[src/hdl/assert_macros.svh]
// assertion macros shared by the encoder rtl
// expects clk_i and rst_ni in the scope of each use
`ifndef ASSERT_MACROS_SVH
`define ASSERT_MACROS_SVH

// property that must hold at every clock edge out of reset
`define DFHE_ASSERT(lbl, prop) \
  lbl: assert property (@(posedge clk_i) disable iff (!rst_ni) (prop)) \
    else $error("dfhe assertion failed");

// antecedent at one edge implies consequent at the next
`define DFHE_ASSERT_NEXT(lbl, ante, cons) \
  lbl: assert property (@(posedge clk_i) disable iff (!rst_ni) (ante) |=> (cons)) \
    else $error("dfhe assertion failed");

`endif

[src/hdl/dfhe_pkg.sv]
// shared types and constants for the deflate fixed huffman symbol encoder
// no dependencies
`timescale 1ns / 1ps

package dfhe_pkg;

  localparam int unsigned ModeW  = 2;
  localparam int unsigned ValueW = 16;
  localparam int unsigned CodeW  = 9;
  localparam int unsigned LenW   = 4;
  localparam int unsigned ExtraW = 13;

  localparam logic [ModeW-1:0] MODE_LIT  = 2'd0;
  localparam logic [ModeW-1:0] MODE_LEN  = 2'd1;
  localparam logic [ModeW-1:0] MODE_DIST = 2'd2;
  localparam logic [ModeW-1:0] MODE_EOB  = 2'd3;

  localparam logic [LenW-1:0] CLEN_DIST = 4'd5;
  localparam logic [LenW-1:0] CLEN_7    = 4'd7;
  localparam logic [LenW-1:0] CLEN_8    = 4'd8;
  localparam logic [LenW-1:0] CLEN_9    = 4'd9;

  typedef struct packed {
    logic [CodeW-1:0]  huff_code;
    logic [LenW-1:0]   huff_len;
    logic [ExtraW-1:0] extra_value;
    logic [LenW-1:0]   extra_len;
    logic              invalid;
  } dfhe_result_t;

endpackage

[src/hdl/dfhe_encode.sv]
// symbol mapping logic: literal, length, distance and end of block
// depends on dfhe_pkg
`timescale 1ns / 1ps

module dfhe_encode (
  input  logic [dfhe_pkg::ModeW-1:0]  mode_i,
  input  logic [dfhe_pkg::ValueW-1:0] value_i,
  output dfhe_pkg::dfhe_result_t      result_o
);
  import dfhe_pkg::*;

  function automatic logic [2:0] top_bit8(input logic [7:0] x);
    logic [2:0] b;
    b = 3'd0;
    for (int i = 1; i < 8; i++) begin
      if (x[i]) b = 3'(i);
    end
    return b;
  endfunction

  function automatic logic [3:0] top_bit15(input logic [14:0] x);
    logic [3:0] b;
    b = 4'd0;
    for (int i = 1; i < 15; i++) begin
      if (x[i]) b = 4'(i);
    end
    return b;
  endfunction

  // length path
  logic [8:0] lx9;
  logic [7:0] lx;
  logic [2:0] lb;
  logic [2:0] lelen;
  logic [7:0] lshift;
  logic [8:0] lsym_ext;
  logic [8:0] lsym;
  logic [7:0] lev;
  // distance path
  logic [15:0] dx16;
  logic [14:0] dx;
  logic [3:0]  db;
  logic [3:0]  delen;
  logic [14:0] dshift;
  logic [4:0]  dcode;
  logic [14:0] dev;

  always_comb begin
    lx9      = value_i[8:0] - 9'd3;
    lx       = lx9[7:0];
    lb       = top_bit8(lx);
    lelen    = lb - 3'd2;
    lshift   = lx >> lelen;
    lsym_ext = 9'd257 + {4'd0, lb - 3'd1, 2'b00} + {7'd0, lshift[1:0]};
    lev      = lx & ((8'd1 << lelen) - 8'd1);
    if (value_i == 16'd258) begin
      lsym = 9'd285;
    end else if (value_i <= 16'd10) begin
      lsym = 9'd254 + value_i[8:0];
    end else begin
      lsym = lsym_ext;
    end

    dx16   = value_i - 16'd1;
    dx     = dx16[14:0];
    db     = top_bit15(dx);
    delen  = db - 4'd1;
    dshift = dx >> delen;
    dcode  = {db, 1'b0} + {4'd0, dshift[0]};
    dev    = dx & ((15'd1 << delen) - 15'd1);
  end

  always_comb begin
    result_o = '0;
    case (mode_i)
      MODE_LIT: begin
        if (value_i > 16'd255) begin
          result_o.invalid = 1'b1;
        end else if (value_i < 16'd144) begin
          result_o.huff_code = 9'd48 + value_i[8:0];
          result_o.huff_len  = CLEN_8;
        end else begin
          // 400 + (v - 144) is v + 256
          result_o.huff_code = {1'b1, value_i[7:0]};
          result_o.huff_len  = CLEN_9;
        end
      end
      MODE_LEN: begin
        if (value_i < 16'd3 || value_i > 16'd258) begin
          result_o.invalid = 1'b1;
        end else begin
          if (value_i > 16'd10 && value_i != 16'd258) begin
            result_o.extra_len   = {1'b0, lelen};
            result_o.extra_value = {5'd0, lev};
          end
          if (lsym < 9'd280) begin
            result_o.huff_code = lsym - 9'd256;
            result_o.huff_len  = CLEN_7;
          end else begin
            result_o.huff_code = lsym - 9'd88;
            result_o.huff_len  = CLEN_8;
          end
        end
      end
      MODE_DIST: begin
        if (value_i < 16'd1 || value_i > 16'd32768) begin
          result_o.invalid = 1'b1;
        end else begin
          result_o.huff_len = CLEN_DIST;
          if (dx < 15'd4) begin
            result_o.huff_code = {7'd0, dx[1:0]};
          end else begin
            result_o.huff_code   = {4'd0, dcode};
            result_o.extra_len   = delen;
            result_o.extra_value = dev[12:0];
          end
        end
      end
      MODE_EOB: begin
        result_o.huff_len = CLEN_7;
      end
      default: begin
        result_o.invalid = 1'b1;
      end
    endcase
  end

endmodule

[src/hdl/deflate_fixed_huffman_symbol_encoder.sv]
// channel   dir  handshake              payload
// request   in   in_valid_i/in_stall_o   mode_i, value_i
// symbol    out  out_valid_o/out_stall_i huff_code_o, huff_len_o, extra_*_o, invalid_o
//
// one request per cycle sustained while out_stall_i stays low; the accepting
// edge loads the request register, and the mapped result is then loaded into
// the result register, which drives the symbol outputs
// rst_ni clears both valid flags at once; payload registers are not reset
// a stalled symbol holds while one more request is still taken into the
// request register; in_stall_o rises only when both stages are full
// depends on dfhe_pkg, dfhe_encode and assert_macros.svh
`timescale 1ns / 1ps

module deflate_fixed_huffman_symbol_encoder (
  input  logic                          clk_i,
  input  logic                          rst_ni,
  input  logic                          in_valid_i,
  output logic                          in_stall_o,
  input  logic [dfhe_pkg::ModeW-1:0]    mode_i,
  input  logic [dfhe_pkg::ValueW-1:0]   value_i,
  output logic                          out_valid_o,
  input  logic                          out_stall_i,
  output logic [dfhe_pkg::CodeW-1:0]    huff_code_o,
  output logic [dfhe_pkg::LenW-1:0]     huff_len_o,
  output logic [dfhe_pkg::ExtraW-1:0]   extra_value_o,
  output logic [dfhe_pkg::LenW-1:0]     extra_len_o,
  output logic                          invalid_o
);
  import dfhe_pkg::*;
  `include "assert_macros.svh"

  logic              s1_valid_q, s1_valid_d;
  logic [ModeW-1:0]  mode_q;
  logic [ValueW-1:0] value_q;
  logic              out_valid_q, out_valid_d;
  dfhe_result_t      res_d, res_q;
  logic              out_free;
  logic              s1_free;
  logic              in_take;

  dfhe_encode u_encode (
    .mode_i   (mode_q),
    .value_i  (value_q),
    .result_o (res_d)
  );

  always_comb begin
    out_free    = !out_valid_q || !out_stall_i;
    s1_free     = !s1_valid_q || out_free;
    in_stall_o  = !s1_free;
    in_take     = in_valid_i && s1_free;
    s1_valid_d  = s1_free ? in_valid_i : s1_valid_q;
    out_valid_d = out_free ? s1_valid_q : out_valid_q;
  end

  always_ff @(posedge clk_i or negedge rst_ni) begin
    if (!rst_ni) begin
      s1_valid_q  <= 1'b0;
      out_valid_q <= 1'b0;
    end else begin
      s1_valid_q  <= s1_valid_d;
      out_valid_q <= out_valid_d;
    end
  end

  always_ff @(posedge clk_i) begin
    if (in_take) begin
      mode_q  <= mode_i;
      value_q <= value_i;
    end
    if (out_free && s1_valid_q) begin
      res_q <= res_d;
    end
  end

  assign out_valid_o   = out_valid_q;
  assign huff_code_o   = res_q.huff_code;
  assign huff_len_o    = res_q.huff_len;
  assign extra_value_o = res_q.extra_value;
  assign extra_len_o   = res_q.extra_len;
  assign invalid_o     = res_q.invalid;

  // stall only with both stages full and the symbol held
  `DFHE_ASSERT(a_stall_full, !in_stall_o || (s1_valid_q && out_valid_q && out_stall_i))
  // a request in the first stage moves on when the result register frees
  `DFHE_ASSERT_NEXT(a_advance, s1_valid_q && out_free, out_valid_q)
  // a flagged symbol carries no code and no extra bits
  `DFHE_ASSERT(a_invalid_empty,
    !(out_valid_q && res_q.invalid) || (res_q.huff_len == '0 && res_q.extra_len == '0))
  // a good symbol always has a code of at least five bits
  `DFHE_ASSERT(a_code_len, !(out_valid_q && !res_q.invalid) || (res_q.huff_len >= CLEN_DIST))

endmodule

[config.mk]
export PLATFORM = sky130hd
export DESIGN_NAME = deflate_fixed_huffman_symbol_encoder
export DESIGN_NICKNAME = d
export VERILOG_FILES = /design/src/hdl/dfhe_pkg.sv /design/src/hdl/dfhe_encode.sv /design/src/hdl/deflate_fixed_huffman_symbol_encoder.sv
export VERILOG_INCLUDE_DIRS = /design/src /design/src/hdl
export SDC_FILE = /design/constraint.sdc
export NUM_CORES = 1
export LEC_CHECK = 0
export ABC_AREA = 1
export BUFFER_PORTS_ARGS = -buffer_cell sky130_fd_sc_hd__buf_2
export CORE_UTILIZATION = 45
export CTS_CLUSTER_DIAMETER = 150
export DETAILED_ROUTE_END_ITERATION = 7
export PLACE_DENSITY_LB_ADDON = 0.08
export SYNTH_ARGS = -nofsm -noshare
export SYNTH_HDL_FRONTEND = slang
export SYNTH_HIERARCHICAL = 1
export SYNTH_SLANG_ARGS = --single-unit
[constraint.sdc]
create_clock -name clk_i -period 5.5 [get_ports clk_i]
set_input_delay 1.1 -clock clk_i [delete_from_list [all_inputs] [get_ports clk_i]]
set_output_delay 1.1 -clock clk_i [all_outputs]
set_load 0.1 [all_outputs]
==> flow_summary.json, run 1 <==
{
  "synth-edff-count": 49,
  "drcViolationCount": 0,
  "n_antenna_cell": 0,
  "wl_per_cell_um": 15.0,
  "ctsHoldBuffers": 0,
  "synthesis.area_um2": 4530,
  "cts_resized": 0,
  "die_area_um2": 10500,
  "fmax_ghz": 0.224,
  "first_pass_iters": 5,
  "antenna_found_initial": 0,
  "insertion_delay_ps": 320,
  "drv_slew": 0,
  "ctsHtreeMaxLevel": 2,
  "maxSlewHeadroom_pct": 31.6,
  "routabilityCongestion": 0.930,
  "yosysUniqueCellTypes": 48,
  "synth-seq-cells": 51,
  "ir_drop_uv": 109,
  "row_count": 36,
  "drive_gt1_share_pct": 21.1,
  "startpoint_type": "register",
  "critPathKind": "register to register",
  "tns_ps": 0,
  "cts.clk_slew.worst_paths_ps": 90,
  "power_density_nw_per_um2": 229,
  "root_buffer": "clkbuf_8",
  "post-route-min-period_ps": 4460,
  "cp_slowest_cell": "edfxtp_1",
  "cts_made_buffers": 5,
  "final_common_cell": "nand2_1",
  "ys_seq_area_share_pct": 33.6,
  "die_y_um": 102,
  "synthCells": 595,
  "clock_sinks": 51,
  "area_growth_pct": 11.3,
  "crit_path_frequent_cell": "inv_1",
  "wl_mm": 11.7,
  "detail-route-antenna-nets": 0,
  "fin_hold_ws_ps": 538,
  "grt_max_degree": 32,
  "die_w_um": 102,
  "rsz0062_at_grt": "no",
  "mostFrequentLayoutCells": "nand2_1, inv_1, nand3_1",
  "cts_tree": "done",
  "instances_no_fill": 782,
  "num_io_pins": 55,
  "syn_nets": 643,
  "dp_cells": 774,
  "yosys_most_used_dff": "edfxtp_1",
  "worst_path_largest_cell_delay_ps": 660,
  "crit_cells": 25,
  "cp_top_family": "adder cells",
  "vias": 4092,
  "required_ps": 5580,
  "worst_slew_pin_slew_ps": 1020,
  "async_flop_share_pct": 3.92,
  "crit_buf_inv": 6,
  "grt_pass1_wl_mm": 18.7,
  "clock_skew_ps": 8.74,
  "setup_viol": 0,
  "grt_pass1_vias": 3688,
  "leakage_nw": 2.38,
  "fin_nets": 696,
  "path_max_fanout": 7,
  "worst_ep_arrival_time_ps": 4540,
  "min_period_over_period_pct": 81.2,
  "initialDrtViolationCount": 249,
  "startpoint": "value_q[4]$_DFFE_PP_",
  "grt_util_all_layers_pct": 23.7,
  "r2r_cells": 25,
  "cts.path.max_buffers": 2,
  "postSynthAreaPerCell_um2": 7.61,
  "port_buffers": 54,
  "timing.rr.start": "value_q[4]$_DFFE_PP_",
  "hold_viol": 0,
  "status": "complete, no violations",
  "drv_cap": 0,
  "start_util_pct": 46.3,
  "routed_via_density": 5.23,
  "synth_warnings": 6,
  "cp-end-kind": "register",
  "cts_setup_buffers": 0,
  "grt-ovfl-total": 0,
  "hp-class": "input port to async pin",
  "dp_hpwl_mm": 9.41,
  "core_um2": 9770
}
## cell families after synthesis
logic type / count (synthesis) / synth area share, %
buffers and inverters: 98 / 8.57
adder cells (fa/ha/maj): 26 / 7.18
flip-flops: 51 / 33.6
AND/OR/NAND/NOR: 335 / 36.8
XOR/XNOR: 15 / 4.15
AO/OA/AOI/OAI: 70 / 9.75
## metal layers
metal | GRT usage, % | vias up | share of wire (%)
li1 | - | 2073 | -
met1 | 32.8 | 1872 | 48
met2 | 38.6 | 136 | 46
met3 | 3.15 | 11 | 5.0
met4 | 6.70 | 0 | 1.3
met5 | 0 | - | 0
## cell usage after synthesis (all sizes together) (4+ instances only)
library cell | instances | area share [%]
nor3 | 7 | 0.88
xor2 | 13 | 3.4
nor2 | 67 | 8.0
nand4 | 11 | 1.5
inv | 89 | 7.4
a22oi | 4 | 0.66
buf | 6 | 0.88
nand3 | 70 | 8.9
edfxtp | 49 | 32
o21ai | 23 | 2.9
nand2 | 174 | 17
a31oi | 4 | 0.55
a21oi | 23 | 2.6
ha | 26 | 7.2
## layout make-up
cell class	count	area (µm²)
clock buffer	5	68.8
clock inverter	3	43.8
fill	974	4730
inverter	90	340
multi-input combinational	446	2630
sequential	51	1520
tap	133	166
timing repair buffer	54	270
## state kept, by name, summed over array words and instances, names as in the netlist
name	cells
invalid_o	1
extra_len_o	4
value_q	16
mode_q	2
s1_valid_q	1
out_valid_o	1
huff_code_o	9
extra_value_o	13
huff_len_o	4
## final timing paths
check / end / slack (ps)
worst max-delay path: huff_len_o[0]$_DFFE_PP_ / 1040
worst min-delay path: s1_valid_q$_DFFE_PN0P_ / 540
worst max register to register: huff_len_o[0]$_DFFE_PP_ / 1040
worst min register to register: s1_valid_q$_DFFE_PN0P_ / 540
max in group asynchronous: out_valid_o$_DFFE_PN0P_ / 4860
min in group clk_i: s1_valid_q$_DFFE_PN0P_ / 540
## worst register-to-register path: stages, from the launching register on
cell and delay [ps]:
edfxtp_1 660, inv_1 160, ha_1 330, nand3_1 130
xor2_1 240, nor2_2 110, nand2_1 170, inv_1 120
ha_1 400, inv_1 120, nand3_1 80, nand2_1 90
inv_1 70, ha_1 190, inv_1 70, nand2_1 60
xor2_1 170, a22oi_1 290, ha_1 200, inv_1 50
nand2_1 80, nand2_2 90, nand2_1 90, a21oi_2 70
nor2_2 100, o21ai_0 90
## through the flow
stage	power, mW	cell area (µm²)	setup slack, ps	utilization, %
global route	1.22	5040	641	51.6
global placement	0.892	4930	1280	50.4
finish	1.15	5040	1040	51.6
floorplan	0.813	4530	1750	-
detailed placement	0.893	4930	1090	50.4
CTS	1.16	5040	1060	51.6
## power breakdown
part / switching (mW) / internal (mW) / leakage, nW
clock: 0.130 / 0.136 / 0.0581
combinational: 0.317 / 0.0950 / 1.81
sequential: 0.0187 / 0.457 / 0.507
total: 0.466 / 0.687 / 2.38
No activity file was read; power rests on OpenSTA's default activity.
==> run 2, diff against run 1 <==
==> constraint.sdc (replaced) <==
create_clock -name clk_i -period 3.75 [get_ports clk_i]
set_input_delay 0.75 -clock clk_i [delete_from_list [all_inputs] [get_ports clk_i]]
set_output_delay 0.75 -clock clk_i [all_outputs]
set_load 0.1 [all_outputs]
==> run 2 against run 1 <==
  * Register-to-register slack got worse by 960 ps
  * Clock skew up 2.2 ps
  * Final cell count increased by 12%
==> flow_summary.json, run 2 (synthesis results as in run 1) <==
{
  "status": "complete, no violations",
  "worst_path_largest_cell_delay_ps": 480,
  "fmax_ghz": 0.272,
  "cp-end-kind": "register",
  "root_buffer": "clkbuf_8",
  "wl_per_cell_um": 14.9,
  "power_density_nw_per_um2": 309,
  "insertion_delay_ps": 320,
  "hold_viol": 0,
  "initialDrtViolationCount": 366,
  "required_ps": 3820,
  "die_w_um": 102,
  "grt_max_degree": 32,
  "drcViolationCount": 0,
  "row_count": 36,
  "final_common_cell": "nand2_1",
  "setup_viol": 0,
  "cp_slowest_cell": "edfxtp_1",
  "ctsHtreeMaxLevel": 2,
  "largest_reg_flops": 16,
  "grt_util_all_layers_pct": 25.1,
  "grt-ovfl-total": 0,
  "clock_sinks": 51,
  "crit_buf_inv": 8,
  "port_buffers": 54,
  "maxSlewHeadroom_pct": 33.2,
  "cts.path.max_buffers": 2,
  "leakage_nw": 2.85,
  "grt_pass1_wl_mm": 20.1,
  "path_max_fanout": 4,
  "routed_via_density": 5.19,
  "min_period_over_period_pct": 98.0,
  "cts.clk_slew.worst_paths_ps": 100,
  "detail-route-antenna-nets": 0,
  "top_register": "value_q",
  "area_growth_pct": 33.5,
  "dp_hpwl_mm": 10.1,
  "antenna_found_initial": 0,
  "cts_tree": "done",
  "clock_skew_ps": 10.9,
  "vias": 4566,
  "fillCellCount": 895,
  "start_util_pct": 46.3,
  "power_mw": 1.87,
  "critPathKind": "register to register",
  "mostFrequentLayoutCells": "nand2_1, buf_4, inv_1",
  "first_pass_iters": 5,
  "n_antenna_cell": 0,
  "hp-class": "input port to async pin",
  "num_io_pins": 55,
  "worst_ep_arrival_time_ps": 3750,
  "core_um2": 9770,
  "post-route-min-period_ps": 3670,
  "drv_cap": 0,
  "place_area_um2": 5510,
  "startpoint_type": "register",
  "grt_pass1_vias": 4211,
  "worst_slew_pin_slew_ps": 1000,
  "final_area_um2": 6040,
  "wl_mm": 13.1,
  "drv_slew": 0,
  "cp_top_family": "buffers and inverters",
  "cts_made_buffers": 5,
  "fin_nets": 793,
  "drive_gt1_share_pct": 39.1,
  "ctsHoldBuffers": 0,
  "die_area_um2": 10500,
  "routabilityCongestion": 0.906,
  "die_y_um": 102,
  "ir_drop_uv": 173
}
[run 2: cell count changes in the layout (fill, tap and decap cells not counted), sizes merged]
cell    change
clkbuf      +2
clkinv      -2
buf        +96
nand2       +1
[run 2: repair_timing]
item | in CTS | in global routing
resized for setup | 3 | 80
endpoints found under the setup margin | 6 | 23
buffers inserted | 7 | 13
pin swaps | 2 | 25
cloned | 0 | 1
[run 2: worst register-to-register path: stages, from the launching register on]
cell      delay [ps]
edfxtp_1         480
ha_2             260
inv_4             80
nand3_2           90
xor2_2           180
nor2_2           170
nand2_2          100
inv_2             90
ha_4             220
inv_4             70
nand2_2           50
o21ai_2          170
ha_2             210
inv_2             40
nand2_2           70
xor2_2           190
a22oi_2          100
buf_4            160
buf_4            130
buf_4            120
buf_4            130
nand2_2           60
nand2_1           50
nand2_1           60
nand2_1           40
nand2_1           70
a21oi_2           50
[run 2: layout make-up]
type	count	area, µm²	area share (%)
repair buffers	150	1010	16.6
well taps	133	166	2.75
clock buffers	7	76.3	1.26
multi-input cells	447	2890	47.8
clock inverters	1	30.0	0.497
flip-flops and latches	51	1520	25.2
inverters	90	353	5.84
[run 2: where the power goes]
group / switching [mW] / internal, mW
logic: 0.535 / 0.255
registers: 0.0215 / 0.670
clock network: 0.188 / 0.200
[run 2: worst paths after layout]
check,slack (ps),from,depth (start not counted),endpoint
max,80,value_q[1]$_DFFE_PP_,26,huff_code_o[6]$_DFFE_PP_
min,200,rst_ni,1,out_valid_o$_DFFE_PN0P_
max reg2reg,80,value_q[1]$_DFFE_PP_,26,huff_code_o[6]$_DFFE_PP_
min reg2reg,550,s1_valid_q$_DFFE_PN0P_,2,out_valid_o$_DFFE_PN0P_
max in group asynchronous,3450,rst_ni,1,s1_valid_q$_DFFE_PN0P_
min in group clk_i,550,s1_valid_q$_DFFE_PN0P_,2,out_valid_o$_DFFE_PN0P_
[run 2: stage by stage]
step           hold WS, ps  setup TNS, ps  utilization [%]  cells  setup slack [ps]
3_3_place_gp           504              0             56.3    851               124
5_1_grt                201           -295             61.8    879             -61.7
3_5_place_dp           528           -133             56.3    851             -88.7
2_1_floorplan          454              0                -    595              1.71
4_1_cts                196              0             58.2    866              15.0
6_report               205              0             61.8    879              76.4
[run 2: routing by layer]
layer	routed length [µm]	track usage (%)
met1	5930	35.5
met2	6020	39.4
met3	753	3.90
met4	400	7.91
met5	0	0
==> run 3, diff against run 2 <==
--- a/config.mk
+++ b/config.mk
@@ -8,10 +8,11 @@
 export LEC_CHECK = 0
 export ABC_AREA = 1
 export BUFFER_PORTS_ARGS = -buffer_cell sky130_fd_sc_hd__buf_2
-export CORE_UTILIZATION = 45
+export CORE_UTILIZATION = 40
 export CTS_CLUSTER_DIAMETER = 150
 export DETAILED_ROUTE_END_ITERATION = 7
 export PLACE_DENSITY_LB_ADDON = 0.08
+export RECOVER_POWER = 100
 export SYNTH_ARGS = -nofsm -noshare
 export SYNTH_HDL_FRONTEND = slang
 export SYNTH_HIERARCHICAL = 1
==> run 3 against run 2 <==
  * The flow now finishes with violations (max-capacitance violations, max-slew violations)
  * Clock-buffer cell count fell by 1
  * Register-to-register slack improved by 60 ps
  * Power rose by 4.1%
  * First-iteration DRC count fell by 30%
  * Largest cell class unchanged
  * Global-route usage fell by 2.0 points
  * Highest routed layer unchanged
  * Largest power group unchanged
  * Sequential power barely moved
  * Setup slack improved by 63 ps
==> flow_summary.json, run 3 (synthesis results as in run 1) <==
{
  "path_max_fanout": 5,
  "insertion_delay_ps": 300,
  "worst_slew_pin_slew_ps": 1820,
  "post-route-min-period_ps": 3610,
  "grt_util_all_layers_pct": 23.2,
  "fmax_ghz": 0.277,
  "maxSlewHeadroom_pct": -21.5,
  "hold_viol": 0,
  "netSwitchingPower_mw": 0.771,
  "routed_via_density": 5.19,
  "violations": "max-capacitance violations, max-slew violations",
  "ctsHtreeMaxLevel": 2,
  "min_period_over_period_pct": 96.3,
  "place_area_um2": 5430,
  "status": "complete, but fails checks",
  "power_frac_seq_pct": 35.5,
  "root_buffer": "clkbuf_16",
  "rsz0062_at_grt": "yes",
  "num_io_pins": 55,
  "grt_max_degree": 32,
  "dp_hpwl_mm": 10.5,
  "drive_gt1_share_pct": 34.2,
  "initialDrtViolationCount": 255,
  "fillCellCount": 1103,
  "fin_nets": 783,
  "grt_pass1_vias": 4178,
  "drv_cap": 1,
  "cts.clk_slew.worst_paths_ps": 70,
  "final_area_um2": 6050,
  "startpoint_type": "register",
  "first_pass_iters": 4,
  "multi_input_area_um2": 2970,
  "hp-class": "input port to async pin",
  "p_clk_share_pct": 24.8,
  "top_register": "value_q",
  "cp_slowest_cell": "edfxtp_1",
  "antenna_found_initial": 0,
  "required_ps": 3800,
  "clock_skew_ps": 8.00,
  "largest_reg_flops": 16,
  "tns_ps": 0,
  "post-place-ws_ps": -42.3,
  "cts_tree": "done",
  "die_y_um": 108,
  "setup_ws_ps": 139,
  "row_count": 38,
  "port_buffers": 54,
  "vias": 4550,
  "switching_share_pct": 39.6,
  "wl_per_cell_um": 15.5,
  "core_um2": 10900,
  "comb_power_share_pct": 39.7,
  "crit_buf_inv": 5,
  "worst_path_largest_cell_delay_ps": 420,
  "reg2reg_slack_ps": 140,
  "drcViolationCount": 0,
  "grt_pass1_wl_mm": 20.8,
  "cts.path.max_buffers": 2,
  "crit_path_frequent_cell": "nand2_2",
  "detail-route-antenna-nets": 0,
  "mostFrequentLayoutCells": "nand2_1, buf_4, inv_1",
  "internal_power_mw": 1.18,
  "start_util_pct": 41.4,
  "drv_slew": 32,
  "cts_made_buffers": 5,
  "leakage_nw": 2.71,
  "wl_mm": 13.6,
  "n_antenna_cell": 0,
  "power_density_nw_per_um2": 322,
  "cp_top_family": "simple AND/OR/NAND/NOR gates",
  "ir_drop_uv": 203,
  "clock_sinks": 51,
  "area_growth_pct": 33.7,
  "critPathKind": "register to register",
  "cp-end-kind": "register",
  "routabilityCongestion": 0.995,
  "worst_ep_arrival_time_ps": 3660,
  "die_w_um": 108,
  "final_common_cell": "nand2_1",
  "die_area_um2": 11700,
  "grt-ovfl-total": 0,
  "regArea_um2": 1520,
  "setup_viol": 0
}
==> run 3: cell type report <==
class,count,share of cell area (%)
clock buffer,6,2.29
sequential,51,25.1
multi-input combinational,447,49.1
clock inverter,2,0.227
tap,140,2.89
inverter,90,5.73
timing repair buffer,140,14.7
==> run 3: final timing paths <==
path                                        start                 endpoint  cells past startpoint
setup / recovery             value_q[1]$_DFFE_PP_  huff_len_o[0]$_DFFE_PP_                     26
hold / removal                             rst_ni  out_valid_o$_DFFE_PN0P_                      1
setup reg to reg             value_q[1]$_DFFE_PP_  huff_len_o[0]$_DFFE_PP_                     26
hold reg to reg            s1_valid_q$_DFFE_PN0P_  out_valid_o$_DFFE_PN0P_                      2
max in group asynchronous                  rst_ni   s1_valid_q$_DFFE_PN0P_                      1
min in group clk_i         s1_valid_q$_DFFE_PN0P_  out_valid_o$_DFFE_PN0P_                      2
==> run 3: stage by stage <==
step / hold WS, ps / utilization (%) / cells / total power [mW]
final: 225 / 55.4 / 876 / 1.95
after global routing: 222 / 55.4 / 876 / 2.05
after CTS: 217 / 51.3 / 857 / 1.89
after detailed placement: 534 / 49.7 / 847 / 1.39
after global placement: 512 / 49.7 / 847 / 1.39
after floorplan: 454 / - / 595 / 1.19
==> run 3: repair_timing <==
item,4_1_cts,5_1_grt
pin swaps,1,24
hold buffers,0,0
endpoints found under the setup margin,7,23
gates resized for setup,1,90
gates cloned,0,1
setup buffers,2,18
==> run 3: per-layer routing <==
| metal | vias up | share of wire, % | global-route usage (%) |
|---|---|---|---|
| met5 | - | 0 | 0 |
| met4 | 0 | 2.8 | 8.01 |
| met3 | 23 | 4.7 | 3.13 |
| met2 | 137 | 49 | 39.3 |
| met1 | 2146 | 43 | 30.1 |
| li1 | 2244 | - | - |
==> run 3: power by group through the flow <==
stage	Sequential (mW)	Combinational (mW)	Clock [mW]
floorplan	0.877	0.315	0
global placement	0.703	0.686	0
detailed placement	0.704	0.689	0
CTS	0.691	0.696	0.499
global route	0.697	0.835	0.515
finish	0.692	0.773	0.482
